<file path="src/design/fpa_pkg.sv">
// Shared command codes and pipeline control type for the fixed-point ALU.
`timescale 1ns / 1ps
package fpa_pkg;

   localparam int CMD_BITS = 4;
   localparam int FIELD_BITS = 32;

   localparam logic [CMD_BITS-1:0] CMD_ADD      = 4'd0;
   localparam logic [CMD_BITS-1:0] CMD_SUB      = 4'd1;
   localparam logic [CMD_BITS-1:0] CMD_MUL      = 4'd2;
   localparam logic [CMD_BITS-1:0] CMD_DIV      = 4'd3;
   localparam logic [CMD_BITS-1:0] CMD_MIN      = 4'd4;
   localparam logic [CMD_BITS-1:0] CMD_MAX      = 4'd5;
   localparam logic [CMD_BITS-1:0] CMD_INC      = 4'd6;
   localparam logic [CMD_BITS-1:0] CMD_DEC      = 4'd7;
   localparam logic [CMD_BITS-1:0] CMD_FROM_INT = 4'd8;
   localparam logic [CMD_BITS-1:0] CMD_TO_INT   = 4'd9;

   // Control that travels with each item down the pipeline.
   typedef struct packed {
      logic                valid;
      logic [CMD_BITS-1:0] cmd;
      logic                less;
      logic                equal;
      logic                greater;
      logic                div_zero;
      logic                neg;
   } ctl_type;

endpackage

</file>
<file path="src/design/fpa_front.sv">
// Entry stage: decode, compare, simple results, multiply and divider setup.
`timescale 1ns / 1ps
module fpa_front #(
   parameter int WORD_BITS = 32,
   parameter int FRAC_BITS = 8
) (
   input  logic                                  clock,
   input  logic                                  reset,
   input  logic                                  en,
   input  logic                                  in_valid,
   input  logic [fpa_pkg::CMD_BITS-1:0]          command,
   input  logic signed [fpa_pkg::FIELD_BITS-1:0] operand_a,
   input  logic signed [fpa_pkg::FIELD_BITS-1:0] operand_b,
   output fpa_pkg::ctl_type                      ctl_ff,
   output logic [WORD_BITS-1:0]                  simple_ff,
   output logic signed [2*WORD_BITS-1:0]         prod_ff,
   output logic [WORD_BITS+FRAC_BITS-1:0]        dq_ff,
   output logic [WORD_BITS-1:0]                  div_ff
);
   localparam int PW = 2 * WORD_BITS;

   logic signed [WORD_BITS-1:0] a_w;
   logic signed [WORD_BITS-1:0] b_w;
   logic [WORD_BITS-1:0]        abs_a;
   logic [WORD_BITS-1:0]        abs_b;
   logic [WORD_BITS-1:0]        simple_in;
   logic signed [PW-1:0]        prod_in;
   fpa_pkg::ctl_type            ctl_in;

   assign a_w = $signed(operand_a[WORD_BITS-1:0]);
   assign b_w = $signed(operand_b[WORD_BITS-1:0]);
   assign abs_a = a_w[WORD_BITS-1] ? WORD_BITS'(-a_w) : WORD_BITS'(a_w);
   assign abs_b = b_w[WORD_BITS-1] ? WORD_BITS'(-b_w) : WORD_BITS'(b_w);
   assign prod_in = PW'(a_w) * PW'(b_w);

   always_comb begin
      case (command)
         fpa_pkg::CMD_ADD:      simple_in = WORD_BITS'(a_w + b_w);
         fpa_pkg::CMD_SUB:      simple_in = WORD_BITS'(a_w - b_w);
         fpa_pkg::CMD_MIN:      simple_in = (a_w < b_w) ? a_w : b_w;
         fpa_pkg::CMD_MAX:      simple_in = (a_w > b_w) ? a_w : b_w;
         fpa_pkg::CMD_INC:      simple_in = WORD_BITS'(a_w) + WORD_BITS'(1);
         fpa_pkg::CMD_DEC:      simple_in = WORD_BITS'(a_w) - WORD_BITS'(1);
         fpa_pkg::CMD_FROM_INT: simple_in = WORD_BITS'(a_w <<< FRAC_BITS);
         fpa_pkg::CMD_TO_INT:   simple_in = WORD_BITS'(a_w >>> FRAC_BITS);
         default:               simple_in = '0;
      endcase
   end

   always_comb begin
      ctl_in.valid    = in_valid;
      ctl_in.cmd      = command;
      ctl_in.less     = a_w < b_w;
      ctl_in.equal    = a_w == b_w;
      ctl_in.greater  = a_w > b_w;
      ctl_in.div_zero = (command == fpa_pkg::CMD_DIV) && (b_w == '0);
      ctl_in.neg      = a_w[WORD_BITS-1] ^ b_w[WORD_BITS-1];
   end

   always_ff @(posedge clock) begin
      if (reset) begin
         ctl_ff.valid <= 1'b0;
      end else if (en) begin
         ctl_ff.valid <= ctl_in.valid;
      end
   end

   always_ff @(posedge clock) begin
      if (en) begin
         ctl_ff.cmd      <= ctl_in.cmd;
         ctl_ff.less     <= ctl_in.less;
         ctl_ff.equal    <= ctl_in.equal;
         ctl_ff.greater  <= ctl_in.greater;
         ctl_ff.div_zero <= ctl_in.div_zero;
         ctl_ff.neg      <= ctl_in.neg;
         simple_ff       <= simple_in;
         prod_ff         <= prod_in;
         dq_ff           <= {abs_a, {FRAC_BITS{1'b0}}};
         div_ff          <= abs_b;
      end
   end
endmodule

</file>
<file path="config.mk">
export PLATFORM = sky130hd
export DESIGN_NAME = fpa_front
export DESIGN_NICKNAME = d
export VERILOG_FILES = /design/src/design/fpa_pkg.sv /design/src/design/fpa_front.sv
export SDC_FILE = /design/constraint.sdc
export NUM_CORES = 2
export LEC_CHECK = 0
export BUFFER_PORTS_ARGS = -buffer_cell sky130_fd_sc_hd__buf_2
export CAP_MARGIN = 0
export CORE_MARGIN = 2
export CORE_UTILIZATION = 24
export DETAILED_ROUTE_END_ITERATION = 6
export GPL_ROUTABILITY_DRIVEN = 1
export REMOVE_ABC_BUFFERS = 1
export SLEW_MARGIN = 30
export SYNTH_ARGS = -nofsm -noshare
export SYNTH_HDL_FRONTEND = slang
export SYNTH_SLANG_ARGS = --single-unit
</file>
<file path="constraint.sdc">
create_clock -name clock -period 12.1 [get_ports clock]
set_input_delay 1.21 -clock clock [delete_from_list [all_inputs] [get_ports clock]]
set_output_delay 1.21 -clock clock [all_outputs]
set_load 0.03 [all_outputs]
</file>
======== Word level (Yosys, flattened, before mapping) ========
Index checks and enable logic that the tools add are counted.
storage, ports and cells
  flip-flop bits (word level) ............. 170
  bits in latches ......................... 0
  bits in writable memories ............... 0
  memory bits (read-only) ................. 0
  input port bits ......................... 72
  output and inout bits ................... 178
  word-level logic and storage cells ...... 40
  memories ................................ 0
cells by class
  $add $sub $neg .......................... 6
  multiply operators ...................... 1
  divide/modulo/power cells ............... 0
  magnitude comparators ................... 2
  equality and inequality tests ........... 9
  shift operators ......................... 0
  muxes and demuxes ....................... 5
  bitwise gates (word level) .............. 1
  reductions and logical operators ........ 3
operators with widths
  operator               count
  $pmux 32 s8            1
  $mul 32x32->64         1
  $mux 32                2
  $neg 32->32            2
  $mux 31                2
  $add 32x2->32 const B  1
  $add 32x32->32         1
  $eq 32x32->1           1
  $gt 32x32->1           1
  $logic_not 32->1       1
  $lt 32x32->1           1
  $sub 32x2->32 const B  1
  $sub 32x32->32         1
  $eq 4x3->1 const B     4
  $eq 4x4->1 const B     2
  $eq 4x1->1 const B     1
  $eq 4x2->1 const B     1
  $logic_not 4->1        1
  $logic_and 1x1->1      1
  $xor 1x1->1            1

======== Logic depth before layout (Yosys ltp) ========
  depth after elaboration ................. 3
  gate-level depth with buffers ........... 30
  depth with buffers taken out ............ 27

======== Worst setup path before layout ========
Ideal clock, no wire load.
  path type ............................... input port to flip-flop
  from .................................... input port operand_a[31] (netlist name)
  to ...................................... register prod_ff[62], data pin
  library setup time ...................... 0.258 ns
  data arrival time ....................... 9.339 ns
  required time ........................... 11.842 ns
  path slack .............................. 2.504 ns
  cell stages on the path ................. 28
  buffers on the path ..................... 3
  path through ............................ clkbuf_1 -> clkbuf_1 -> clkbuf_1 -> nand2_1 -> inv_1 -> fa_1 -> fa_1 -> fa_1 -> fa_1 -> inv_1 -> fa_1 -> inv_1 -> fa_1 -> inv_1 -> fa_1 -> inv_1 -> fa_1 -> ha_1 -> a21oi_1 -> o22ai_1 -> o31a_1 -> o21ai_0 -> a21oi_1 -> a311o_1 -> or4_1 -> a31o_1 -> a21oi_2 -> xnor2_1
between the ends
  longest elaborated chain between the ends .. 1
RTL lines
  element               line             source
  start, declared       fpa_front.sv:12  input logic signed [fpa_pkg::FIELD_BITS-1:0] operand_a,
  $mul 32x32->64        fpa_front.sv:34  assign prod_in = PW'(a_w) * PW'(b_w);
  via prod_in[62]       fpa_front.sv:27  logic signed [PW-1:0] prod_in;
  end signal, assigned  fpa_front.sv:77  prod_ff <= prod_in;
  end, declared         fpa_front.sv:16  output logic signed [2*WORD_BITS-1:0] prod_ff,
The timed path passes the listed nets, and every way through them passes these cells.
A chain may end at the register's enable or synchronous reset.

======== Worst setup path in the final report ========
  from .................................... input port operand_b[2] (netlist name)
  to ...................................... register prod_ff[62], data pin
between the ends
  longest elaborated chain between the ends .. 1
RTL lines
  element          line             source
  start, declared  fpa_front.sv:13  input logic signed [fpa_pkg::FIELD_BITS-1:0] operand_b,
  $mul 32x32->64   fpa_front.sv:34
  via prod_in[62]  fpa_front.sv:27
The timed path passes the listed nets, and every way through them passes these cells.

==> impl_metrics.toml <==
[yosys]
syn_area_um2 = 48010
ys_seq_area_frac = 0.1061
synth_common_cells = "fa_1 (1,084), inv_1 (1,025), nand2_1 (583), and2_1 (453), ha_1 (281)"
yosys_warnings = 0
yosysTopAreaCell = "fa_1"
synth_top_area_frac = 0.4520
ys.flop_type = "edfxtp_1"
ys_ff_latch = 170
syn_area_per_cell_um2 = 9.495
ys_top_cells_by_area = "fa_1 (45%), edfxtp_1 (11%), inv_1 (8.0%), ha_1 (7.3%), and2_1 (5.9%)"
synthArstFlopShare = 0
synth_cells = 5057
synth_enable_flop_cells = 169
yosys.cell_types.count = 86
synth_most_common_cell = "fa_1"

[setup_path]
endpoint_kind = "flip-flop"
crit_fanout = 26
max_stage_delay_ps = 640
cp_top_family = "adder cells"
critical_path_arrival_ps = 10330
path_buf_inv = 4
worst-setup-path-type = "in -> reg"
cp_common_cell = "fa_1"
required_ps = 12420
path_cells = "buf_2, buf_4, nand2_1, inv_1, fa_1, fa_1, fa_1, buf_4, fa_1, fa_1, fa_1, fa_1, fa_1, ha_1, a21oi_1, o21ai_0, a311oi_1, o21ai_0, o211a_1, a311o_1, or4_1, a31o_1, a21oi_2, xnor2_1"
start_kind = "input pin"
slowest_stage = "buf_2"

[clock_network]
cts_resized = 0
cts-root-buf = "clkbuf_16"
numCtsBuffers = 17
tritoncts = "built"
ctsHoldBuffers = 0
postCtsSetupBuffers = 0
clk_pin_slew_worst_paths_ps = 80
worstSkewPairLatency_ps = 560
clockBufferDepth = 2
cts_max_level = 4
clock_sinks = 170

[routing]
drt-initial-drc-count = 2983
firstDrtPassIters = 7
ant_nets = 0
vias = 36657
drc = 0
drt_wl_total_um = 169200
drt-vias-per-instance = 4.715
avgRoutedWirePerCell_um = 21.76

[placed_design]
place.gp.congestion = 0.9036
hpwl_um = 134800
numPortBuffers = 241
dp_cells = 7739
dpl_cell_area_um2 = 52050

[grt]
grt_max_degree = 66
grt_pass1_vias = 40085
track_usage = 0.1683
grt.overflow.total = 0
antenna_found_initial = 17
grt_first_pass_wirelength_um = 256100

[cells_and_area]
final_util = 0.2643
drive_above_1_share = 0.07840
seqCellArea_um2 = 5095
stdcell_count = 7774
syn2layout_area_growth_pct = 9.657
final_cell_area_um2 = 52650
final_net_count = 6539
multi_input_area_um2 = 37930
fillers = 21168

[floorplan]
std_cell_rows = 164
die_w_um = 451.3
pin_count = 250
core_area_um2 = 199200
start_util = 0.2410
die_y_um = 451.3
dieArea_um2 = 203700

[worst_hold_path]
hp-class = "reg -> reg"

[timing]
finalCritPeriodShare = 0.8266
rsz0062_at_grt = "false"
slew_headroom = 0.3468
setup_tns_ps = 0
fin_skew_ps = 0
clock.fmax_mhz = 99.98
period_needed_ps = 10000
tightest_slew_ps = 979.8
drv_slew = 0
setup_violations = 0
hold_viol_final = 0

[run_status]
status = "finished clean"

[run]
cap_violations = 0
flip-flops by register name, indices dropped and copies added, names as in the netlist:
name,flops
simple_ff,32
dq_ff,32
ctl_ff,10
div_ff,32
prod_ff,64
cell usage in the layout, fill, tap and decap left out, drive strengths merged, types with 17 or more instances in the layout:
cell type,instances
nand3,34
inv,1032
a21oi,167
and2,453
xnor2,159
nand2,583
nand2b,28
edfxtp,169
xor2,47
o211ai,18
a31oi,19
nor2,177
mux2i,31
o21a,20
nor3,24
buf,325
o21bai,23
fa,1084
ha,281
a21o,53
o21ai,100
nand4,21
clkbuf,18
o221ai,17
or3,19
through the flow:
step / worst slack (ps) / hold slack, ps
floorplan: 2971 / 629.9
global placement: 1479 / 471.5
detailed placement: 1686 / 484.6
CTS: 2267 / 502.2
global route: 1730 / 519.4
finish: 2098 / 501.3
worst paths after layout:
check / end / slack [ps] / startpoint / cells after the start
setup / recovery: prod_ff[62] / 2100 / operand_b[2] / 24
setup reg to reg: ctl_ff[9] / 11500 / ctl_ff[9] / 2
hold / removal: ctl_ff[9] / 500 / ctl_ff[9] / 2
hold reg to reg: ctl_ff[9] / 500 / ctl_ff[9] / 2
per-layer routing:
layer,part of all wire,wire [um],GRT usage,vias to the layer above
met1,0.40,67350,0.2120,19261
met3,0.073,12330,0.03071,367
met4,0.052,8844,0.08042,22
met2,0.48,80510,0.2775,1547
met5,0.00076,129,0,-
li1,-,-,-,15460
cell families after synthesis:
| kind of cell | share of synthesized area |
|---|---|
| simple gates | 0.1445 |
| compound gates | 0.07422 |
| buf+inv | 0.1056 |
| flops | 0.1061 |
| other cells | 0.00007810 |
| mux | 0.006697 |
| xor+xnor | 0.03758 |
| fa+ha+maj | 0.5252 |
area by class of cell:
type                            instances  area share
Clock buffer                           17    0.008080
Sequential cell                       170     0.09677
Inverter                             1029     0.07336
Multi-Input combinational cell       3558      0.7203
Clock inverter                         15    0.003018
Timing Repair Buffer                  326     0.03519
Tap cell                             2656     0.06312
Antenna cell                            3   0.0001426
worst min-delay path, delay by kind of cell (launching register included):
| family | cells | cell delay (ps) |
|---|---|---|
| multiplexers | 1 | 70 |
| flip-flops | 1 | 330 |
| AND/OR/NAND/NOR | 1 | 70 |
Power is left out: the tool's default activity adds up to more than one toggle a clock period on the data nets, which glitch-free logic cannot reach.
