$ cat config.mk
export PLATFORM = sky130hd
export DESIGN_NAME = fpa_back_flat
export DESIGN_NICKNAME = d
export VERILOG_FILES = /design/src/design/fpa_pkg.sv /design/src/design/fpa_rsp_if.sv /design/src/design/fpa_back.sv /design/src/flat_wrapper.sv
export SDC_FILE = /design/constraint.sdc
export NUM_CORES = 1
export LEC_CHECK = 0
export BUFFER_PORTS_ARGS = -buffer_cell sky130_fd_sc_hd__buf_2
export CAP_MARGIN = 25
export CORE_MARGIN = 3
export CORE_UTILIZATION = 41
export CTS_BUF_LIST = sky130_fd_sc_hd__clkbuf_16
export CTS_CLUSTER_SIZE = 8
export DETAILED_ROUTE_END_ITERATION = 8
export PLACE_DENSITY = 0.87
export SLEW_MARGIN = 10
export SYNTH_ARGS = -nofsm -noshare
export SYNTH_HDL_FRONTEND = slang
export SYNTH_SLANG_ARGS = --single-unit
$ cat constraint.sdc
create_clock -name clock -period 2.8 [get_ports clock]
set_input_delay 0.28 -clock clock [delete_from_list [all_inputs] [get_ports clock]]
set_output_delay 0.28 -clock clock [all_outputs]
set_load 0.02 [all_outputs]
$ cat src/design/fpa_pkg.sv
// Shared command codes and pipeline control type for the fixed-point ALU.
`timescale 1ns / 1ps
package fpa_pkg;

   localparam int CMD_BITS = 4;
   localparam int FIELD_BITS = 32;

   localparam logic [CMD_BITS-1:0] CMD_ADD      = 4'd0;
   localparam logic [CMD_BITS-1:0] CMD_SUB      = 4'd1;
   localparam logic [CMD_BITS-1:0] CMD_MUL      = 4'd2;
   localparam logic [CMD_BITS-1:0] CMD_DIV      = 4'd3;
   localparam logic [CMD_BITS-1:0] CMD_MIN      = 4'd4;
   localparam logic [CMD_BITS-1:0] CMD_MAX      = 4'd5;
   localparam logic [CMD_BITS-1:0] CMD_INC      = 4'd6;
   localparam logic [CMD_BITS-1:0] CMD_DEC      = 4'd7;
   localparam logic [CMD_BITS-1:0] CMD_FROM_INT = 4'd8;
   localparam logic [CMD_BITS-1:0] CMD_TO_INT   = 4'd9;

   // Control that travels with each item down the pipeline.
   typedef struct packed {
      logic                valid;
      logic [CMD_BITS-1:0] cmd;
      logic                less;
      logic                equal;
      logic                greater;
      logic                div_zero;
      logic                neg;
   } ctl_type;

endpackage

$ cat src/design/fpa_rsp_if.sv
// Response channel interface of the fixed-point ALU.
`timescale 1ns / 1ps
interface fpa_rsp_if;
   logic                                   valid;
   logic                                   ready;
   logic signed [fpa_pkg::FIELD_BITS-1:0]  result_value;
   logic                                   a_less;
   logic                                   a_equal;
   logic                                   a_greater;
   logic                                   divide_by_zero;

   modport source (output valid, result_value, a_less, a_equal, a_greater, divide_by_zero,
                   input ready);
   modport sink (input valid, result_value, a_less, a_equal, a_greater, divide_by_zero,
                 output ready);
endinterface

$ cat src/design/fpa_back.sv
// Output stage: product scaling, quotient sign, result select and response register.
`timescale 1ns / 1ps
module fpa_back #(
   parameter int WORD_BITS = 32,
   parameter int FRAC_BITS = 8
) (
   input  logic                           clock,
   input  logic                           reset,
   input  logic                           en,
   input  fpa_pkg::ctl_type               ctl,
   input  logic [WORD_BITS-1:0]           simple,
   input  logic signed [2*WORD_BITS-1:0]  prod,
   input  logic [WORD_BITS+FRAC_BITS-1:0] dq,
   fpa_rsp_if.source                      rsp
);
   localparam int PW = 2 * WORD_BITS;
   localparam logic [PW-1:0] BIAS = (PW'(1) << FRAC_BITS) - PW'(1);

   logic signed [PW-1:0]        mul_sum;
   logic signed [PW-1:0]        mul_shift;
   logic [WORD_BITS-1:0]        quot;
   logic [WORD_BITS-1:0]        res_in;
   logic                        valid_ff;
   logic signed [WORD_BITS-1:0] res_ff;
   logic                        less_ff;
   logic                        equal_ff;
   logic                        greater_ff;
   logic                        dz_ff;

   // Biasing a negative product before the shift makes it round toward zero.
   assign mul_sum   = prod + (prod[PW-1] ? BIAS : '0);
   assign mul_shift = mul_sum >>> FRAC_BITS;
   assign quot      = dq[WORD_BITS-1:0];

   always_comb begin
      case (ctl.cmd)
         fpa_pkg::CMD_MUL: res_in = mul_shift[WORD_BITS-1:0];
         fpa_pkg::CMD_DIV: res_in = ctl.div_zero ? '0 : (ctl.neg ? -quot : quot);
         default:          res_in = simple;
      endcase
   end

   always_ff @(posedge clock) begin
      if (reset) begin
         valid_ff <= 1'b0;
      end else if (en) begin
         valid_ff <= ctl.valid;
      end
   end

   always_ff @(posedge clock) begin
      if (en) begin
         res_ff     <= $signed(res_in);
         less_ff    <= ctl.less;
         equal_ff   <= ctl.equal;
         greater_ff <= ctl.greater;
         dz_ff      <= ctl.div_zero;
      end
   end

   assign rsp.valid          = valid_ff;
   assign rsp.result_value   = fpa_pkg::FIELD_BITS'(res_ff);
   assign rsp.a_less         = less_ff;
   assign rsp.a_equal        = equal_ff;
   assign rsp.a_greater      = greater_ff;
   assign rsp.divide_by_zero = dz_ff;
endmodule

$ cat src/flat_wrapper.sv
// flat-port wrapper written by rule: the top's interface ports become plain ports
module fpa_back_flat 
#(
   parameter int WORD_BITS = 32,
   parameter int FRAC_BITS = 8
)
  (clock, reset, en, ctl, simple, prod, dq, rsp_valid, rsp_result_value, rsp_a_less, rsp_a_equal, rsp_a_greater, rsp_divide_by_zero, rsp_ready);
  fpa_rsp_if rsp_i ();
  input  logic clock;
  input  logic reset;
  input  logic en;
  input  fpa_pkg::ctl_type ctl;
  input  logic [WORD_BITS-1:0] simple;
  input  logic signed [2*WORD_BITS-1:0] prod;
  input  logic [WORD_BITS+FRAC_BITS-1:0] dq;
  output wire logic [$bits(rsp_i.valid)-1:0] rsp_valid;
  output wire logic [$bits(rsp_i.result_value)-1:0] rsp_result_value;
  output wire logic [$bits(rsp_i.a_less)-1:0] rsp_a_less;
  output wire logic [$bits(rsp_i.a_equal)-1:0] rsp_a_equal;
  output wire logic [$bits(rsp_i.a_greater)-1:0] rsp_a_greater;
  output wire logic [$bits(rsp_i.divide_by_zero)-1:0] rsp_divide_by_zero;
  input wire logic [$bits(rsp_i.ready)-1:0] rsp_ready;
  assign rsp_valid = rsp_i.valid;
  assign rsp_result_value = rsp_i.result_value;
  assign rsp_a_less = rsp_i.a_less;
  assign rsp_a_equal = rsp_i.a_equal;
  assign rsp_a_greater = rsp_i.a_greater;
  assign rsp_divide_by_zero = rsp_i.divide_by_zero;
  assign rsp_i.ready = rsp_ready;
  fpa_back #(.WORD_BITS(WORD_BITS), .FRAC_BITS(FRAC_BITS)) u_core (.clock(clock), .reset(reset), .en(en), .ctl(ctl), .simple(simple), .prod(prod), .dq(dq), .rsp(rsp_i));
endmodule
# Word level (Yosys, flattened, before mapping)
# Cells that the tools add are included.
[totals]
output_inout_bits = 37
mem_bits_rw = 0
register_bits = 37
wordCells = 14
mem_bits_ro = 0
inputBits = 150
n_memories = 0
latch_bits = 0
[op_classes]
n_eq_ne = 2
muxes = 4
addsub = 2
n_lt_le_gt_ge = 0
shifts = 0
multipliers = 0
n_bitwise = 0
div_mod_pow = 0
reduce_logical = 0
[op_table]
columns = ["op", "count"]
rows = [
  ["$mux W32", 2],
  ["$pmux W32 S2", 1],
  ["$add A40 B40 Y40", 1],
  ["$neg A32 Y32", 1],
  ["$eq A4 B2 Y1 const B", 2],
  ["$mux W8", 1],
]

# Logic depth before layout (Yosys ltp)
# Gate-level depths: netlist of run 1.
[depth]
ltp_word = 4
mapped_depth = 8
depth_no_buf = 8

# Worst setup path before layout of run 1
# OpenSTA, ideal clock, no wires.
[synth_path]
path_kind = "input to register"
from = "input port prod[6]"
to = "register u_core.res_ff[29], in the netlist u_core.rsp.result_value[29] (data pin)"
arrival_time_ns = 2.089
slack_ns = 0.450
setup_time_ns = 0.261
path_stages = 7
path_buffers = 0
required_time_ns = 2.539
cell_sequence = "ha_1 nand3_1 a211oi_1 o211ai_1 or3b_2 xnor2_1 a221o_1"
[synth_via]
elab_chain_len = 2
[synth_rtl]
columns = ["element", "line", "rtl"]
rows = [
  ["start: declaration", "flat_wrapper.sv:14", "input logic signed [2*WORD_BITS-1:0] prod;"],
  ["$add A40 B40 Y40", "fpa_back.sv:31", "assign mul_sum = prod + (prod[PW-1] ? BIAS : '0);"],
  ["$pmux W32 S2", "fpa_back.sv:36", "case (ctl.cmd)"],
  ["net u_core.res_in[29]", "fpa_back.sv:22", "logic [WORD_BITS-1:0] res_in;"],
  ["end signal: assignment", "fpa_back.sv:53", "res_ff <= $signed(res_in);"],
  ["end: declaration", "fpa_back.sv:24", "logic signed [WORD_BITS-1:0] res_ff;"],
]
# The timed path passes the listed nets, and every way through them passes these cells.
# A chain may end at the register's enable or synchronous reset.

# Worst setup path after layout of run 1
[layout_path]
from = "input port prod[63]"
to = "register u_core.res_ff[29], in the netlist u_core.rsp.result_value[29] (data pin)"
[layout_via]
elab_chain_len = 3
[layout_rtl]
columns = ["element", "line"]
rows = [
  ["$mux W8", "fpa_back.sv:31"],
  ["$add A40 B40 Y40", "fpa_back.sv:31"],
  ["$pmux W32 S2", "fpa_back.sv:36"],
  ["net u_core.res_in[29]", "fpa_back.sv:22"],
]
# The timed path passes the listed nets, and every way through them passes these cells.

==> results of run 1 <==
[where the power goes]
| part | internal (uW) | switching [uW] |
|---|---|---|
| logic | 199 | 297 |
| clock network | 323 | 206 |
| registers | 667 | 11.8 |
| total | 1190 | 515 |
[cells in the mapped netlist, drive strengths merged (7+ instances only)]
cell type  count  area, um^2
nor2          22        82.6
nand3         10        50.1
xnor2         41         359
a22oi         22         165
o41ai         10         103
inv            9        33.8
ha             8         100
edfxtp        36        1080
o31ai         10        75.1
nor3          14        70.1
o21ai         34         170
a21oi          7        35.0
nand4         10        62.6
nand2         27         101
xor2          17         149
clkbuf        10        37.5
[layout by cell type (no fill, tap or decap), types with 12 or more instances in the layout]
master	netlist	routed
a22oi_1	22	22
xor2_1	17	17
buf_2	2	154
nor3_1	14	14
nor2_1	22	22
o21ai_0	32	32
xnor2_1	41	41
buf_4	0	12
nand2_1	27	27
edfxtp_1	36	36
[state kept, by name, summed over array words and instances, names as in the netlist]
name	cells
u_core.rsp.a_equal	1
u_core.rsp.a_less	1
u_core.rsp.result_value	32
u_core.rsp.valid	1
u_core.rsp.divide_by_zero	1
u_core.rsp.a_greater	1
[through the flow]
| stage | std cells | hold slack (ns) |
|---|---|---|
| 6_report | 608 | 0.149 |
| 5_1_grt | 608 | 0.153 |
| 4_1_cts | 608 | 0.147 |
| 3_5_place_dp | 600 | 0.439 |
| 3_3_place_gp | 600 | 0.440 |
| 2_1_floorplan | 349 | 0.352 |
[cells by family (layout without fill, tap and decap cells)]
group,Yosys count,count (layout),synth area share [%]
AND/OR/NAND/NOR,118,118,19.8
XOR/XNOR,58,58,16.0
AO/OA/AOI/OAI,101,101,22.4
adder cells (fa/ha/maj),8,8,3.15
buffers and inverters,23,183,2.80
flip-flops,37,37,34.6
multiplexers,4,4,1.26
[final cells by class]
type                       count  area, um^2
clock inverter                 3        13.8
timing repair buffer         166         861
fill                         664        3120
clock buffer                   5         125
tap                           99         124
sequential                    37        1100
multi-input combinational    289        1990
inverter                       9        33.8
[routing by layer]
| layer | GRT usage (%) | up-vias | wire (um) |
|---|---|---|---|
| li1 | - | 1673 | - |
| met1 | 31.8 | 1627 | 4580 |
| met2 | 39.1 | 217 | 5120 |
| met3 | 3.45 | 22 | 975 |
| met4 | 8.42 | 0 | 254 |
| met5 | 0 | - | 0 |
[worst paths after layout]
| kind | startpoint | end | cells after the start |
|---|---|---|---|
| worst min-delay path | reset | u_core.rsp.valid | 2 |
| worst max-delay path | prod[63] | u_core.rsp.result_value[29] | 9 |
| worst min register to register | u_core.rsp.valid | u_core.rsp.valid | 2 |
| worst max register to register | u_core.rsp.valid | u_core.rsp.valid | 2 |
==> impl_results.md, run 1 <==
- Layout cells sized above 1: 36.3%
- Synth Flop Type: edfxtp_1
- Worst Hold Class: in -> reg
- Hold_buf cts: 0
- Setup crit start kind: primary input
- Clk Latency, worst-skew pair: 0.28 ns
- Total track usage: 23.8%
- Drc violations: 0
- Initial Utilization: 43.1%
- Slowest-stage cell, CP: or3b_2
- Relative max-transition margin: 44.2%
- Status: completed
- Max Cap Viol: 0
- CTS H-tree depth: 2
- Crit path arrival time: 2.38 ns
- Syn nets: 507
- Initial DRC Count: 325
- Boundary Pins: 187
- Pre-CTS setup slack: 0.167 ns
- Vias in the first global route: 3,247
- Antenna violations before repair: 0
- Clock Skews: 0 ns
- Die X: 94.0 um
- RePlAce Congestion: 0.896
- Final Instance Area: 0.00425 mm^2
- Post-synthesis cell type count: 46
- Slowest stage delay, CP: 0.48 ns
- Worst Path Max Fanout: 8
- Setup violators final: 0
- Crit path buf inv count: 2
- Setup ws final: 0.456 ns
- RSZ-0062 raised after global routing: false
- Fin Setup TNS: 0 ns
- Post-synth EDFFs: 36
- CTS Buf Count: 5
- Vias: 3,539
- Final WL: 10.9 mm
- Sink Count: 37
- Worst VDD drop: 216 uV
- Pwr Density: 401 mW/mm^2
- Core ar.: 0.00737 mm^2
- Largest net degree at the start of global routing: 38
- Placement Cell Area: 0.00411 mm^2
- Crit. End Element: register
- Crit path cell chain: buf_2 > ha_1 > nand3_1 > a211oi_1 > buf_4 > o211ai_1 > or3b_2 > xnor2_1 > a221o_1
- Kind of critical path: in -> reg
- Top delay family on crit path: compound AO/OA/AOI/OAI gates
- Syn_area_per_cell: 9.11 um^2
- Synth Cell Area: 0.00318 mm^2
- R2r setup slk: 2.21 ns
- Diode count: 0
- Worst slew pin tran: 0.837 ns
- Post-detail-place hpwl: 8.94 mm
- Die area: 0.00884 mm^2
- Root Driver: clkbuf_16
- Via density per instance: 5.82
- Area Overhead vs Synth: 33.8%
- Post-layout nets: 666
- Fin. Hold Viols: 0
- CTS tree: yes
- Input/output buffers: 154
- Die Y: 94.0 um
- Pins over their slew limit: 0
- Cells after Synth: 349
- Period minus WS final: 2.34 ns
- Sequential share of the synthesized area: 34.6%
- Synth warn: 0
- Async set-reset flop share out of synthesis: 0%
- Post-route clock period utilization: 83.7%
- Setup Buffers After CTS: 0
- Drt pass-1 iters: 5
- Total grt overflow: 0
- Util after Layout: 57.7%
- Longest Clk Path Bufs: 2
- Post-DRT Antenna Nets: 0
- PostCTS Resize Cnt: 0
- Seq cells post-synth: 37
- Static leakage: 0.00170 uW
- Critical Path RT: 2.83 ns
- Fmax: 427 MHz
- FP Rows: 31
- Routed len/inst: 18.0 um
- Clk slew on worst S/H paths: 0.06 ns
- Total design power: 1700 uW
- Global-route wire length before repair: 16.3 mm
Note: power is estimated with default switching activity, not from simulation.
==> run 2, diff against run 1 <==
==> constraint.sdc (replaced) <==
create_clock -name clock -period 2.5 [get_ports clock]
set_input_delay 0.25 -clock clock [delete_from_list [all_inputs] [get_ports clock]]
set_output_delay 0.25 -clock clock [all_outputs]
set_load 0.02 [all_outputs]
==> impl_results.md, run 2 (synthesis gave the netlist of run 1 again) <==
- Status: completed
- Max Cap Viol: 0
- Boundary Pins: 187
- Crit. End Element: register
- Reg power frac: 39.2%
- Max FFs per register: 32
- Met1 Usage GRT: 32.5%
- Global-route wire length before repair: 16.5 mm
- WHS: 0.118 ns
- Worst reg-to-reg path cell count: 2
- Routed len/inst: 17.6 um
- Root Driver: clkbuf_16
- CTS tree: yes
- Longest Clk Path Bufs: 2
- Die area: 0.00884 mm^2
- Worst Path Max Fanout: 8
- Worst slew pin tran: 0.822 ns
- Critical Path RT: 2.52 ns
- Switching Share: 30.4%
- Clock share of power: 31.2%
- Antenna violations before repair: 1
- RSZ-0062 raised after global routing: false
- Util after Layout: 59.2%
- Input/output buffers: 154
- Largest net degree at the start of global routing: 38
- Post-detail-place hpwl: 8.90 mm
- Most common cell after layout, fill and taps aside: buf_2
- Initial DRC Count: 264
- Psw: 588 uW
- Worst VDD drop: 229 uV
- Layout cells sized above 1: 38.2%
- Vias in the first global route: 3,405
- Clk slew on worst S/H paths: 0.06 ns
- Post-route clock period utilization: 92.2%
- Worst r2r src: u_core.rsp.valid
- Fin. Hold Viols: 0
- Fmax: 434 MHz
- R2R Path End: u_core.rsp.valid
- Post-DRT Antenna Nets: 0
- Total grt overflow: 0
- Setup Buffers After CTS: 0
- Hold Startpoint: reset
- Dpl cells: 614
- Static leakage: 0.00177 uW
- Sink Count: 37
- Relative max-transition margin: 45.2%
- Via density per instance: 5.74
- Vias: 3,570
- P_int: 1350 uW
- CTS H-tree depth: 2
- Worst Hold Class: in -> reg
- Fin Setup TNS: 0 ns
- Power share of the combinational group: 29.6%
- Kind of critical path: in -> reg
- RePlAce Congestion: 0.940
- Grt met3 use: 2.96%
- Setup violators final: 0
- Clk Latency, worst-skew pair: 0.28 ns
- WHS Endpoint: u_core.rsp.valid
- Final WL: 10.9 mm
- Non-filler cells, final: 622
- Clock Skews: 0 ns
- Drc violations: 0
- Period minus WS final: 2.30 ns
- Crit path arrival time: 2.32 ns
- Pins over their slew limit: 0
- Worst hold path cell count: 2
- Die X: 94.0 um
- Setup crit start kind: primary input
- Initial Utilization: 43.1%
- Die Y: 94.0 um
- Commonest cells after routing, fill and taps aside: buf_2 (154), xnor2_1 (41), edfxtp_1 (36)
- FP Rows: 31
- Top Usage Layer GRT: met2
- CTS Buf Count: 5
- R2r setup slk: 1.91 ns
- Diode count: 0
- Area Overhead vs Synth: 37.2%
- Total design power: 1930 uW
- Post-layout nets: 680
- Total track usage: 24.0%
- Core ar.: 0.00737 mm^2
- Drt pass-1 iters: 5
- Met2 global-route usage: 39.4%
- Pwr Density: 443 mW/mm^2
==> run 2: cell count changes in the layout (fill, tap and decap cells not counted), sizes merged <==
cell / change
buf: +14
==> run 2: repair_timing <==
action / CTS / global route
hold buffers: 0 / 0
hold endpoints to repair: 0 / 0
gates resized for setup: 0 / 1
endpoints found under the setup margin: 0 / 1
==> run 2: metrics by stage <==
| step | setup WS (ns) | cell area, um^2 |
|---|---|---|
| final | 0.195 | 4360 |
| after global routing | 0.0713 | 4360 |
| after CTS | 0.128 | 4360 |
| after detailed placement | -0.158 | 4220 |
| after global placement | -0.0992 | 4220 |
| after floorplan | 0.180 | 3180 |
==> run 2: final cells by class <==
cell class                 count  area, um^2
fill                         661        3010
clock inverter                 3        13.8
timing repair buffer         180         966
tap                           99         124
inverter                       9        33.8
sequential                    37        1100
clock buffer                   5         125
multi-input combinational    289        2000
==> run 2: worst max-delay path, cell delays in order <==
cell and delay, ns:
buf_2 0.15, ha_1 0.31, nand3_1 0.11, a211oi_2 0.26, buf_4 0.16, o211ai_1 0.13, or3b_2 0.49, xnor2_1 0.13
a221o_1 0.32
==> run 2: layer usage <==
metal / vias up / routed length [um]
met5: - / 8
met4: 2 / 250
met3: 25 / 1060
met2: 220 / 5110
met1: 1621 / 4490
li1: 1702 / -
==> run 2: worst max path at each step <==
stage / startpoint / to / slack [ns] / depth (start not counted)
5_1_grt: dq[7] / u_core.rsp.result_value[31] / 0.07 / 8
4_1_cts: prod[63] / u_core.rsp.result_value[29] / 0.13 / 9
3_3_place_gp: prod[63] / u_core.rsp.result_value[29] / -0.1 / 9
6_report: prod[63] / u_core.rsp.result_value[29] / 0.20 / 9
3_5_place_dp: prod[63] / u_core.rsp.result_value[29] / -0.16 / 9
2_1_floorplan: prod[6] / u_core.rsp.result_value[29] / 0.18 / 7
==> run 2: power groups by stage <==
stage / combinational [uW] / clock (uW) / sequential, uW
2_1_floorplan: 210 / 0 / 847
3_3_place_gp: 558 / 0 / 771
3_5_place_dp: 565 / 0 / 772
4_1_cts: 567 / 607 / 760
5_1_grt: 620 / 632 / 764
6_report: 572 / 604 / 759
