--- config.mk ---
export PLATFORM = sky130hd
export DESIGN_NAME = fpa_div_step
export DESIGN_NICKNAME = d
export VERILOG_FILES = /design/src/design/fpa_pkg.sv /design/src/design/fpa_div_step.sv
export SDC_FILE = /design/constraint.sdc
export NUM_CORES = 1
export LEC_CHECK = 0
export ABC_AREA = 1
export BUFFER_PORTS_ARGS = -buffer_cell sky130_fd_sc_hd__buf_2
export CORE_AREA = 10 10 156 158
export DETAILED_ROUTE_END_ITERATION = 8
export DIE_AREA = 0 0 166 168
export GPL_TIMING_DRIVEN = 0
export PLACE_DENSITY = 0.78
export SYNTH_ARGS = -nofsm -noshare
export SYNTH_HDL_FRONTEND = slang
export SYNTH_SLANG_ARGS = --single-unit
--- constraint.sdc ---
create_clock -name clock -period 4.5 [get_ports clock]
set_input_delay 0.225 -clock clock [delete_from_list [all_inputs] [get_ports clock]]
set_output_delay 0.225 -clock clock [all_outputs]
set_load 0.005 [all_outputs]
--- src/design/fpa_pkg.sv ---
// Shared command codes and pipeline control type for the fixed-point ALU.
`timescale 1ns / 1ps
package fpa_pkg;

   localparam int CMD_BITS = 4;
   localparam int FIELD_BITS = 32;

   localparam logic [CMD_BITS-1:0] CMD_ADD      = 4'd0;
   localparam logic [CMD_BITS-1:0] CMD_SUB      = 4'd1;
   localparam logic [CMD_BITS-1:0] CMD_MUL      = 4'd2;
   localparam logic [CMD_BITS-1:0] CMD_DIV      = 4'd3;
   localparam logic [CMD_BITS-1:0] CMD_MIN      = 4'd4;
   localparam logic [CMD_BITS-1:0] CMD_MAX      = 4'd5;
   localparam logic [CMD_BITS-1:0] CMD_INC      = 4'd6;
   localparam logic [CMD_BITS-1:0] CMD_DEC      = 4'd7;
   localparam logic [CMD_BITS-1:0] CMD_FROM_INT = 4'd8;
   localparam logic [CMD_BITS-1:0] CMD_TO_INT   = 4'd9;

   // Control that travels with each item down the pipeline.
   typedef struct packed {
      logic                valid;
      logic [CMD_BITS-1:0] cmd;
      logic                less;
      logic                equal;
      logic                greater;
      logic                div_zero;
      logic                neg;
   } ctl_type;

endpackage

--- src/design/fpa_div_step.sv ---
// One restoring-division stage that yields a single quotient bit.
`timescale 1ns / 1ps
module fpa_div_step #(
   parameter int WORD_BITS = 32,
   parameter int FRAC_BITS = 8
) (
   input  logic                                 clock,
   input  logic                                 reset,
   input  logic                                 en,
   input  fpa_pkg::ctl_type                     ctl,
   input  logic [WORD_BITS-1:0]                 simple,
   input  logic signed [2*WORD_BITS-1:0]        prod,
   input  logic [WORD_BITS-1:0]                 rem,
   input  logic [WORD_BITS+FRAC_BITS-1:0]       dq,
   input  logic [WORD_BITS-1:0]                 div,
   output fpa_pkg::ctl_type                     ctl_ff,
   output logic [WORD_BITS-1:0]                 simple_ff,
   output logic signed [2*WORD_BITS-1:0]        prod_ff,
   output logic [WORD_BITS-1:0]                 rem_ff,
   output logic [WORD_BITS+FRAC_BITS-1:0]       dq_ff,
   output logic [WORD_BITS-1:0]                 div_ff
);
   localparam int DW = WORD_BITS + FRAC_BITS;

   logic [WORD_BITS:0] trial;
   logic [WORD_BITS:0] diff;
   logic               ge;

   // The remainder stays below the divisor, so the trial value fits one extra bit.
   assign trial = {rem, dq[DW-1]};
   assign diff  = trial - {1'b0, div};
   assign ge    = trial >= {1'b0, div};

   always_ff @(posedge clock) begin
      if (reset) begin
         ctl_ff.valid <= 1'b0;
      end else if (en) begin
         ctl_ff.valid <= ctl.valid;
      end
   end

   always_ff @(posedge clock) begin
      if (en) begin
         ctl_ff.cmd      <= ctl.cmd;
         ctl_ff.less     <= ctl.less;
         ctl_ff.equal    <= ctl.equal;
         ctl_ff.greater  <= ctl.greater;
         ctl_ff.div_zero <= ctl.div_zero;
         ctl_ff.neg      <= ctl.neg;
         simple_ff       <= simple;
         prod_ff         <= prod;
         rem_ff          <= ge ? diff[WORD_BITS-1:0] : trial[WORD_BITS-1:0];
         dq_ff           <= {dq[DW-2:0], ge};
         div_ff          <= div;
      end
   end
endmodule

* Yosys cells after proc, flatten, opt, wreduce, memory -nomap -nowiden
Cells that the tools add are included.
Widths: inputs -> output; s select.
** Storage, ports and cells
- Register bits :: 210
- Input port bits :: 213
** Operators by class
- $add $sub $neg :: 1
- Magnitude comparators :: 1
- Mux-type cells :: 1
** Operator list (count)
- $ge 33x32->1 :: 1
- $mux 32 :: 1
- $sub 32x32->32 :: 1

* Depth between registers and ports, before layout
Gate-level depths: netlist of the first run.
- Word-level depth :: 2
- Gate-level depth with buffers :: 16

* Worst setup path before layout of the first run
OpenSTA, ideal clock, no wires.
- Path kind :: input -> register
- Start :: input port dq[39]
- End :: register rem_ff[16] (data pin)
- Arrival :: 1587 ps
- Data required time :: 4248 ps
- Slack :: 2660 ps
- Stages :: 13
- Cell sequence :: inv_1 -> ha_1 -> fa_1 -> inv_1 -> nand3_1 -> nand3_1 -> nand2_1 -> nand3_1 -> nand3_1 -> nand2_1 -> nand2_1 -> nand3_2 -> nand2_1
** Between the ends
- Longest elaborated chain between the ends :: 2
** Ends and longest elaborated chain
- start, declared :: RTL line fpa_div_step.sv:14 : input logic [WORD_BITS+FRAC_BITS-1:0] dq,
- $sub 32x32->32 / $ge 33x32->1 (equally long branches) :: RTL line fpa_div_step.sv:31, fpa_div_step.sv:32
- $mux 32 * :: RTL line fpa_div_step.sv:52 : rem_ff <= ge ? diff[WORD_BITS-1:0] : trial[WORD_BITS-1:0];
- end signal, assigned :: RTL line fpa_div_step.sv:52
- end, declared :: RTL line fpa_div_step.sv:19 : output logic [WORD_BITS-1:0] rem_ff,
Mark *: on every way between the ends. The rest lies on a longest branch, timed or not.
A chain may end at the register's enable or synchronous reset.

* Worst setup path after layout of the first run
- Start :: input port div[14]
- End :: register rem_ff[16] (data pin)
** Between the ends
- Longest elaborated chain between the ends :: 2
** Ends and longest elaborated chain
- start, declared :: RTL line fpa_div_step.sv:15 : input logic [WORD_BITS-1:0] div,
- $sub 32x32->32 / $ge 33x32->1 (equally long branches) :: RTL line fpa_div_step.sv:31, fpa_div_step.sv:32
- $mux 32 * :: RTL line fpa_div_step.sv:52
Marks and branches as above.

==> impl_metrics.py, run 1 <==
metrics = {
    "finish": {
        "multi_input_area_sq_um": 2520,
        "layout.cells.non_filler": 1783,
        "fin_nets": 1730,
        "nFillCells": 1563,
        "area_delta_synth_final_pct": 52.4,
        "seq_area_sq_um": 6300,
        "drive_gt1_share_pct": 32.3,
    },
    "die": {
        "initial_core_util_pct": 44.2,
        "die_y_um": 168,
        "io_pins": 423,
        "coreArea_sq_um": 21400,
        "row_count": 54,
        "die_x_um": 166,
        "design.die.area_sq_um": 27900,
    },
    "power_and_ir_drop": {
        "power_frac_seq_pct": 47.6,
        "power.share.switching_pct": 25.4,
        "combPwrFrac_pct": 18.7,
        "pwr_density_cell_nw_per_um2": 351,
        "cellLeakagePower_nw": 7.00,
        "irDropWorstVdd_v": 0.000242,
        "clockPowerShare_pct": 33.7,
        "p_int_w": 0.00378,
        "netSwitchingPower_w": 0.00129,
    },
    "synth": {
        "yosysUniqueCellTypes": 28,
        "synth_top_area_share_pct": 66.3,
        "synth.avg_cell_area_sq_um": 11.0,
        "synth_edf_count": 209,
        "synth_top_cell_by_area": "edfxtp_1",
        "syn-num-nets": 1105,
        "ys_seq_elements": 210,
        "yosysSeqAreaShare_pct": 66.5,
        "syn_inst": 859,
        "synth_most_common_cell": "nand2_1",
        "synth_commonest_cells": "274 x nand2_1, 209 x edfxtp_1, 150 x inv_1, 56 x nand3_1, 35 x nor2_1",
        "yosysWarnings": 0,
        "synthTopCellsByArea": "edfxtp_1 66%, nand2_1 11%, inv_1 5.9%",
        "syn-cell-area_sq_um": 9470,
        "synthFlopType": "edfxtp_1",
        "async_reset_ff_share_pct": 0,
    },
    "hold_path": {
        "min_path_type": "primary input to flip-flop",
    },
    "sta": {
        "skew_ns": 0,
        "fmax_mhz": 408,
        "drv_slew": 0,
        "worst_slew_pin_slew_ns": 0.653,
        "setup_viol": 0,
        "period_needed_ns": 2.45,
        "hold_viol_final": 0,
        "fin_crit_sh_pct": 54.5,
        "relSlewSlack_pct": 56.4,
        "tns_ns": 0,
        "rsz0062_at_grt": "no",
    },
    "worst_setup_path": {
        "ff2ff_setup_slack_ns": 3.34,
        "cp_slowest_cell": "dlygate4sd3_1",
        "critPathMaxFanout": 10,
        "crit_required_ns": 4.72,
        "cp_slowest_stage_delay_ns": 0.57,
        "cp-start-kind": "primary input",
        "cp_cell_sequence": "dlygate4sd3_1, buf_2, inv_1, ha_1, nand2_1, nor2_1, nand2_1, nor2_2, nand2_1, nand2_1, nor2_4, buf_2, nand3_1, nand2_1",
        "crit_top_cell": "nand2_1",
        "critPathKind": "primary input to flip-flop",
        "path_buf_inv": 4,
        "crit_family": "simple AND/OR/NAND/NOR gates",
        "worstPathArrival_ns": 2.67,
        "crit_path_end_kind": "flip-flop",
    },
    "job": {
        "cap_violations": 0,
    },
    "drt": {
        "wl_met2_mm": 19.0,
        "wl_met3_mm": 2.83,
        "wl_met1_mm": 12.9,
        "routed_wl_mm": 35.9,
        "via_per_inst": 4.81,
        "routed.top_layer": "met4",
        "drtIter0Drc": 572,
        "drc_errors": 0,
        "vias": 8572,
        "dr.pass1.iters": 5,
        "routedWlPerCell_um": 20.1,
        "ant_nets": 0,
    },
    "place": {
        "io_buffers": 422,
        "dp_hpwl_mm": 25.9,
        "dpl.cell_count": 1562,
        "gp_congestion": 0.939,
    },
    "clock_network": {
        "cts.repair.resized": 0,
        "clkSinkCount": 210,
        "htreeDepth": 1,
        "insertion_delay_ns": 0.49,
        "cts_buffer_depth": 3,
        "cts_tree": "done",
        "cts-root-buf": "clkbuf_16",
        "path_clk_slew_ns": 0.06,
        "cts_made_buffers": 22,
    },
    "grt": {
        "grt_pass1_vias": 8803,
        "grt_overflow": 0,
        "grt_pass1_wl_mm": 53.2,
        "grt_max_degree": 128,
        "track_usage_pct": 24.3,
        "antenna_found_initial": 4,
    },
    "status": {
        "status": "finished, final reports clean",
    },
}
flip-flops by register name (all words and copies together) (netlist names):
name	count
ctl_ff	10
div_ff	32
dq_ff	40
prod_ff	64
rem_ff	32
simple_ff	32
kinds of logic (layout without fill, tap and decap cells):
kind of cell,Yosys count,after routing,synth area share (%)
simple gates,416,416,19.4
fa+ha+maj,33,33,4.44
xor+xnor,14,14,1.29
buf+inv,160,799,6.86
other cells,0,5,0
mux,1,1,0.106
compound gates,25,25,1.37
flops,210,210,66.5
layout by cell type (no fill, tap or decap), drive strengths merged, types with 3 or more instances in the layout:
cell           n
clkinv         6
buf          433
clkbuf        29
and2           8
edfxtp       209
inv          150
a21oi         21
nor3           9
nand2        279
diode          5
nand3b        11
xor2          13
ha            32
dlygate4sd3  178
nor2          39
nand3         67
nand4          3
metal layers:
layer	global-route usage (%)	vias to the layer above
li1	-	4064
met1	26.4	4015
met2	44.5	421
met3	6.78	72
met4	8.51	0
met5	0	-
worst reg2reg max path, cell delays in order (launching register included):
cell and delay [ns]:
dfxtp_1 0.31, mux2i_1 0.12, nor2_1 0.06, dlygate4sd3_1 0.56
what timing repair did:
item                                   in CTS  in global routing
hold buffers                              178                  0
buffers inserted                            0                  0
endpoints found under the hold margin     177                  0
layout make-up:
type	count	area share [%]
Timing Repair Buffer	601	27.2
Tap cell	280	2.43
Buffer	10	0.598
Multi-Input combinational cell	489	17.5
Sequential cell	210	43.6
Clock inverter	9	0.511
Clock buffer	29	4.14
Antenna cell	5	0.0867
Inverter	150	3.90
power groups by stage:
stage | clock (W) | combinational (W) | sequential (W)
after floorplan | 0 | 0.000329 | 0.00247
after global placement | 0 | 0.000785 | 0.00244
after detailed placement | 0 | 0.000805 | 0.00244
after CTS | 0.00173 | 0.000938 | 0.00240
after global routing | 0.00182 | 0.00104 | 0.00242
final | 0.00171 | 0.000946 | 0.00241
worst paths after layout:
check,start,end,cells past startpoint
setup / recovery,div[14],rem_ff[16],14
hold / removal,rem[14],rem_ff[15],3
hold reg to reg,ctl_ff[9],ctl_ff[9],3
setup reg to reg,ctl_ff[9],ctl_ff[9],3
through the flow:
| step | hold WS (ns) | power [W] | area [sq um] | utilization, % | worst slack [ns] |
|---|---|---|---|---|---|
| floorplan | 0.297 | 0.00280 | 9470 | - | 2.66 |
| global route | 0.0607 | 0.00529 | 14400 | 67.4 | 1.93 |
| finish | 0.0492 | 0.00506 | 14400 | 67.4 | 2.05 |
| detailed placement | 0.387 | 0.00325 | 12000 | 55.9 | 2.20 |
| global placement | 0.384 | 0.00323 | 11900 | 55.7 | 0.532 |
| CTS | 0.0237 | 0.00507 | 14400 | 67.3 | 2.11 |
No activity file was read; power rests on OpenSTA's default activity.
==> run 2: changes to the inputs <==
- ABC_AREA: 1 -> 0
- PLACE_DENSITY: 0.78 -> 0.74
- clock period: 4.5 -> 2.5 ns (I/O delays scaled with it)
==> run 2 against run 1 <==
Net effect: sequential share of layout area shrank 0.46 points; routed wire length is 3.2% higher; combinational power rose by 99%; clock skew did not move; first-iteration DRC count increased by 27%; clock power rose by 91%; worst setup slack worse by 2.0 ns; area after synthesis shrank 10%; power up 88%; cell area is 1.1% higher; sequential power increased by 81%; via count down 8.1%; critical path type unchanged; highest routed layer unchanged.
==> impl_metrics.py, run 2 <==
metrics = {
    "grt": {
        "grt_max_degree": 132,
        "antenna_found_initial": 6,
        "grt_overflow": 0,
        "grt_pass1_wl_mm": 53.1,
        "grt_pass1_vias": 8083,
        "track_usage_pct": 24.6,
    },
    "sta": {
        "fin_ws_ns": 0.0478,
        "fmax_mhz": 408,
        "period_needed_ns": 2.45,
        "worst_slew_pin_slew_ns": 0.664,
        "rsz0062_at_grt": "yes",
        "hold_viol_final": 0,
        "fin_crit_sh_pct": 98.1,
        "drv_slew": 0,
        "relSlewSlack_pct": 55.7,
        "setup_viol": 0,
        "skew_ns": 0,
    },
    "finish": {
        "top_regs": "prod_ff x64, dq_ff x40",
        "nFillCells": 1464,
        "area_delta_synth_final_pct": 71.2,
        "layout_commonest_cell": "buf_2",
        "mostFrequentLayoutCells": "408 x buf_2, 210 x dlygate4sd3_1, 209 x edfxtp_1",
        "fin_nets": 1491,
        "largest_reg_flops": 64,
        "top_register": "prod_ff",
        "drive_gt1_share_pct": 43.9,
    },
    "worst_setup_path": {
        "worstPathArrival_ns": 2.69,
        "cp_cell_sequence": "buf_2, inv_1, ha_1, fa_2, nand2b_4, a21oi_2, o21ai_2, o311a_4, a31oi_4, a21oi_4, o41ai_4, xor2_1, mux2_4",
        "cp_slowest_cell": "o311a_4",
        "worst-path-stages": 13,
        "r2r_cells": 3,
        "crit_path_end_kind": "flip-flop",
        "critPathMaxFanout": 4,
        "cp-start-kind": "primary input",
        "ff2ff_setup_slack_ns": 1.30,
        "crit_family": "compound AO/OA/AOI/OAI gates",
        "critPathKind": "primary input to flip-flop",
        "path_buf_inv": 2,
        "crit_required_ns": 2.74,
        "cp_slowest_stage_delay_ns": 0.39,
    },
    "drt": {
        "drc_errors": 0,
        "via_per_inst": 5.09,
        "dr.pass1.iters": 5,
        "routed_wl_mm": 37.0,
        "ant_nets": 0,
        "routedWlPerCell_um": 23.9,
        "vias": 7874,
        "drtIter0Drc": 725,
    },
    "synth": {
        "async_reset_ff_share_pct": 0,
        "yosysSeqAreaShare_pct": 73.9,
        "yosysWarnings": 0,
        "synthFlopType": "edfxtp_1",
        "ys_seq_elements": 210,
        "synth_most_common_cell": "edfxtp_1",
        "synth_edf_count": 209,
        "syn_inst": 557,
        "yosysUniqueCellTypes": 49,
        "synth_top_cell_by_area": "edfxtp_1",
        "synthTopCellsByArea": "edfxtp_1 74%, ha_1 4.7%, a21oi_1 3.3%",
        "synth_top_area_share_pct": 73.7,
        "syn-cell-area_sq_um": 8520,
        "synth_commonest_cells": "209 x edfxtp_1, 56 x a21oi_1, 38 x inv_1, 36 x nor2_1, 32 x ha_1",
        "syn-num-nets": 803,
        "synth.avg_cell_area_sq_um": 15.3,
    },
    "die": {
        "die_x_um": 166,
        "row_count": 54,
        "coreArea_sq_um": 21400,
        "initial_core_util_pct": 39.8,
        "design.die.area_sq_um": 27900,
        "io_pins": 423,
        "die_y_um": 168,
    },
    "place": {
        "pre_cts_ws_ns": -0.960,
        "io_buffers": 422,
        "gp_congestion": 0.838,
        "dp_hpwl_mm": 24.1,
    },
    "power_and_ir_drop": {
        "pwr_density_cell_nw_per_um2": 651,
        "irDropWorstVdd_v": 0.000516,
        "cellLeakagePower_nw": 6.34,
        "fin_total_pwr_w": 0.00950,
    },
    "clock_network": {
        "path_clk_slew_ns": 0.06,
        "cts_made_buffers": 23,
        "htreeDepth": 1,
        "cts_tree": "done",
        "clkSinkCount": 210,
        "cts_buffer_depth": 3,
        "cts-root-buf": "clkbuf_16",
        "insertion_delay_ns": 0.50,
    },
    "status": {
        "status": "finished, final reports clean",
    },
    "hold_path": {
        "min_path_type": "primary input to flip-flop",
        "whs_path_depth": 3,
    },
    "job": {
        "cap_violations": 0,
    },
}
-- run 2: cell types whose count changed after synthesis, sizes merged, moves of 7 or more --
cell and delta:
a21o +10, a21oi +35, clkbuf +7, inv -112, mux2 +10, nand2 -253, nand3 -59, nand3b -10
nor3 -7, o21ai +16, xnor2 +14
-- run 2: final timing paths --
path | start | endpoint
max | dq[39] | rem_ff[30]
max reg2reg | ctl_ff[9] | ctl_ff[9]
min | rem[4] | rem_ff[5]
min reg2reg | ctl_ff[9] | ctl_ff[9]
-- run 2: kinds of logic (layout without fill, tap and decap cells) --
family	Yosys count	count (layout)	synth area share [%]
flops	210	210	73.9
compound gates	119	119	8.59
simple gates	100	100	5.51
buf+inv	56	760	2.73
fa+ha+maj	33	33	4.93
xor+xnor	27	27	2.78
mux	12	12	1.56
other cells	0	6	0
-- run 2: area by class of cell --
| type | instances | area [sq um] | share of cell area (%) |
|---|---|---|---|
| inverter | 38 | 165 | 1.13 |
| timing repair buffer | 668 | 4620 | 31.6 |
| clock inverter | 14 | 121 | 0.832 |
| sequential | 210 | 6300 | 43.2 |
| tap | 280 | 350 | 2.40 |
| antenna | 6 | 15.0 | 0.103 |
| buffer | 13 | 106 | 0.729 |
| multi-input combinational | 291 | 2330 | 16.0 |
| clock buffer | 27 | 591 | 4.05 |
-- run 2: report_power, final --
group          switching [W]  internal, W  leakage, nW  total (W)
registers          0.0000983      0.00426         2.05    0.00436
clock network        0.00137      0.00189        0.351    0.00326
logic               0.000923     0.000958         3.94    0.00188
-- run 2: per-layer routing --
layer	vias to the layer above	part of all wire, %	global-route usage [%]
met5	-	0	0
li1	3479	-	-
met1	3825	35	27.4
met3	88	8.2	5.96
met2	482	53	44.2
met4	0	4.0	10.2
-- run 2: timing repair --
item / in CTS / in global routing
hold buffers: 209 / 1
cloned: 1 / 0
endpoints found under the setup margin: 33 / 33
buffers inserted: 18 / 17
pin swaps: 13 / 23
gates resized for setup: 23 / 59
hold endpoints to repair: 207 / 1
-- run 2: per-stage QoR --
step / area, sq um / TNS, ns / cells / util [%] / hold slack, ns
floorplan: 8700 / -6.14 / 557 / - / 0.197
global placement: 11200 / -320.09 / 1259 / 52.1 / 0.282
detailed placement: 11200 / -29.15 / 1260 / 52.3 / 0.293
CTS: 14200 / -1.03 / 1526 / 66.3 / 0.00724
global route: 14600 / -0.391 / 1546 / 68.1 / 0.0282
finish: 14600 / 0 / 1547 / 68.1 / 0.0335
-- run 2: worst min-delay path, delay by kind of cell --
family	cells	cell delay (ns)
AO/OA/AOI/OAI	1	0.11
buffers and inverters	1	0.11
AND/OR/NAND/NOR	1	0.05
==> run 3: changes to the inputs <==
- CORE_AREA: 10 10 156 158 -> default
- CORE_MARGIN: default -> 10
- CORE_UTILIZATION: default -> 40
- DIE_AREA: 0 0 166 168 -> default
- HOLD_SLACK_MARGIN: default -> 0.12
- PLACE_DENSITY: 0.74 -> 0.73
==> run 3 against run 2 <==
Net effect: non-clock buffer count is 5 lower; first-iteration DRC count down 6.8%; sequential share of layout area rose by 0.22 points; die area down 1.3%; count of clock-buffer cells in the layout rose by 1; combinational power about the same; core utilization rose by 0.94 points; global-route usage is 0.14 points higher; hold slack gained 0.090 ns; cell area decreased by 0.50%; maximum frequency is 1.0% lower.
==> impl_metrics.py, run 3 (synthesis gave the netlist of run 2 again) <==
metrics = {
    "drt": {
        "via_per_inst": 5.05,
        "drc_errors": 0,
        "routedWlPerCell_um": 23.4,
        "routed_wl_mm": 35.9,
        "dr.pass1.iters": 5,
        "ant_nets": 0,
        "drtIter0Drc": 676,
        "vias": 7757,
    },
    "worst_setup_path": {
        "crit_required_ns": 2.75,
        "critPathKind": "primary input to flip-flop",
        "worstPathArrival_ns": 2.73,
        "cp-start-kind": "primary input",
        "cp_slowest_cell": "o41ai_2",
        "cp_cell_sequence": "buf_2, inv_1, ha_1, fa_2, nand2b_4, a21oi_4, o21ai_2, o311a_4, a31oi_4, a21oi_2, o41ai_2, xor2_1, mux2_4",
        "critPathMaxFanout": 4,
        "cp-startpoint": "dq[39]",
        "r2r_start": "ctl_ff[9]",
        "crit_path_end_kind": "flip-flop",
        "cp_slowest_stage_delay_ns": 0.38,
    },
    "sta": {
        "rsz0062_at_grt": "yes",
        "drv_slew": 0,
        "fin_crit_sh_pct": 99.1,
        "worst_slew_pin_slew_ns": 0.731,
        "tns_ns": 0,
        "skew_ns": 0,
        "period_needed_ns": 2.48,
        "hold_viol_final": 0,
        "setup_viol": 0,
        "fmax_mhz": 404,
        "relSlewSlack_pct": 51.3,
    },
    "die": {
        "io_pins": 423,
        "initial_core_util_pct": 40.5,
        "die_x_um": 166,
        "row_count": 53,
        "design.die.area_sq_um": 27500,
        "die_y_um": 166,
        "coreArea_sq_um": 21000,
    },
    "grt": {
        "grt_pass1_vias": 8080,
        "grt_max_degree": 122,
        "grt_pass1_wl_mm": 52.9,
        "antenna_found_initial": 4,
        "track_usage_pct": 24.8,
        "grt_overflow": 0,
    },
    "finish": {
        "layout_commonest_cell": "buf_2",
        "largest_reg_flops": 64,
        "drive_gt1_share_pct": 43.2,
        "mostFrequentLayoutCells": "410 x buf_2, 212 x dlygate4sd3_1, 209 x edfxtp_1",
        "fin_nets": 1486,
        "area_delta_synth_final_pct": 70.4,
        "top_regs": "prod_ff x64, dq_ff x40",
        "layout.cells.non_filler": 1536,
        "top_register": "prod_ff",
    },
    "power_and_ir_drop": {
        "cellLeakagePower_nw": 6.28,
        "irDropWorstVdd_v": 0.000542,
        "pwr_density_cell_nw_per_um2": 653,
    },
    "place": {
        "io_buffers": 422,
        "gp_congestion": 0.874,
        "dp_hpwl_mm": 23.9,
        "dpl.cell_count": 1255,
    },
    "hold_path": {
        "hold_start": "en",
        "min_path_type": "primary input to flip-flop",
    },
    "clock_network": {
        "cts_buffer_depth": 3,
        "htreeDepth": 1,
        "cts_made_buffers": 23,
        "path_clk_slew_ns": 0.07,
        "cts-root-buf": "clkbuf_16",
        "insertion_delay_ns": 0.50,
        "clkSinkCount": 210,
        "cts_tree": "done",
    },
    "status": {
        "status": "finished, final reports clean",
    },
    "job": {
        "cap_violations": 0,
    },
}
run 3: worst max-delay path: cells and delay by family:
kind                     cells  cell delay [ns]
buffers and inverters        2             0.13
AND/OR/NAND/NOR              1             0.17
XOR/XNOR                     1             0.11
AO/OA/AOI/OAI                6             1.35
adder cells (fa/ha/maj)      2             0.58
multiplexers                 1             0.27
run 3: report_power, final:
part / switching, W / internal, W
registers: 0.0000951 / 0.00426
clock network: 0.00139 / 0.00188
logic: 0.000910 / 0.000943
run 3: layer usage:
layer	up-vias	track usage, %	part of all wire (%)	wire length (um)
met1	3754	26.5	35	12600
met4	0	10.4	4.5	1600
met3	83	6.25	7.5	2700
met2	446	45.2	53	19000
li1	3474	-	-	-
met5	-	0	0	0
run 3: path summary, 6_finish.rpt:
path,to,slack (ns),cells past startpoint
setup / recovery,rem_ff[30],0.02,13
hold / removal,simple_ff[17],0.12,1
setup reg to reg,ctl_ff[9],1.32,3
hold reg to reg,ctl_ff[9],1.08,3
run 3: what timing repair did:
| action | in CTS | in global routing |
|---|---|---|
| hold buffers | 212 | 0 |
| buffers inserted | 12 | 15 |
| endpoints found under the setup margin | 33 | 33 |
| gates cloned | 1 | 0 |
| endpoints found under the hold margin | 209 | 0 |
| pin swaps | 12 | 20 |
| gates resized for setup | 27 | 44 |
run 3: stage by stage:
step / power (W) / setup slack, ns / hold WS, ns / instance area (sq um) / util, %
4_1_cts: 0.00937 / -0.0480 / 0.126 / 14200 / 67.6
6_report: 0.00948 / 0.0227 / 0.123 / 14500 / 69.1
3_5_place_dp: 0.00580 / -0.983 / 0.288 / 11200 / 53.3
3_3_place_gp: 0.00577 / -1.45 / 0.288 / 11200 / 53.1
5_1_grt: 0.00985 / -0.0460 / 0.155 / 14500 / 69.0
2_1_floorplan: 0.00501 / -0.279 / 0.197 / 8700 / -
run 3: area by class of cell:
class | instances | area (sq um)
fill | 1406 | 6500
tap | 275 | 344
buffer | 13 | 101
clock inverter | 13 | 103
timing repair buffer | 663 | 4570
antenna | 5 | 12.5
inverter | 38 | 163
multi-input combinational | 291 | 2300
sequential | 210 | 6300
clock buffer | 28 | 624
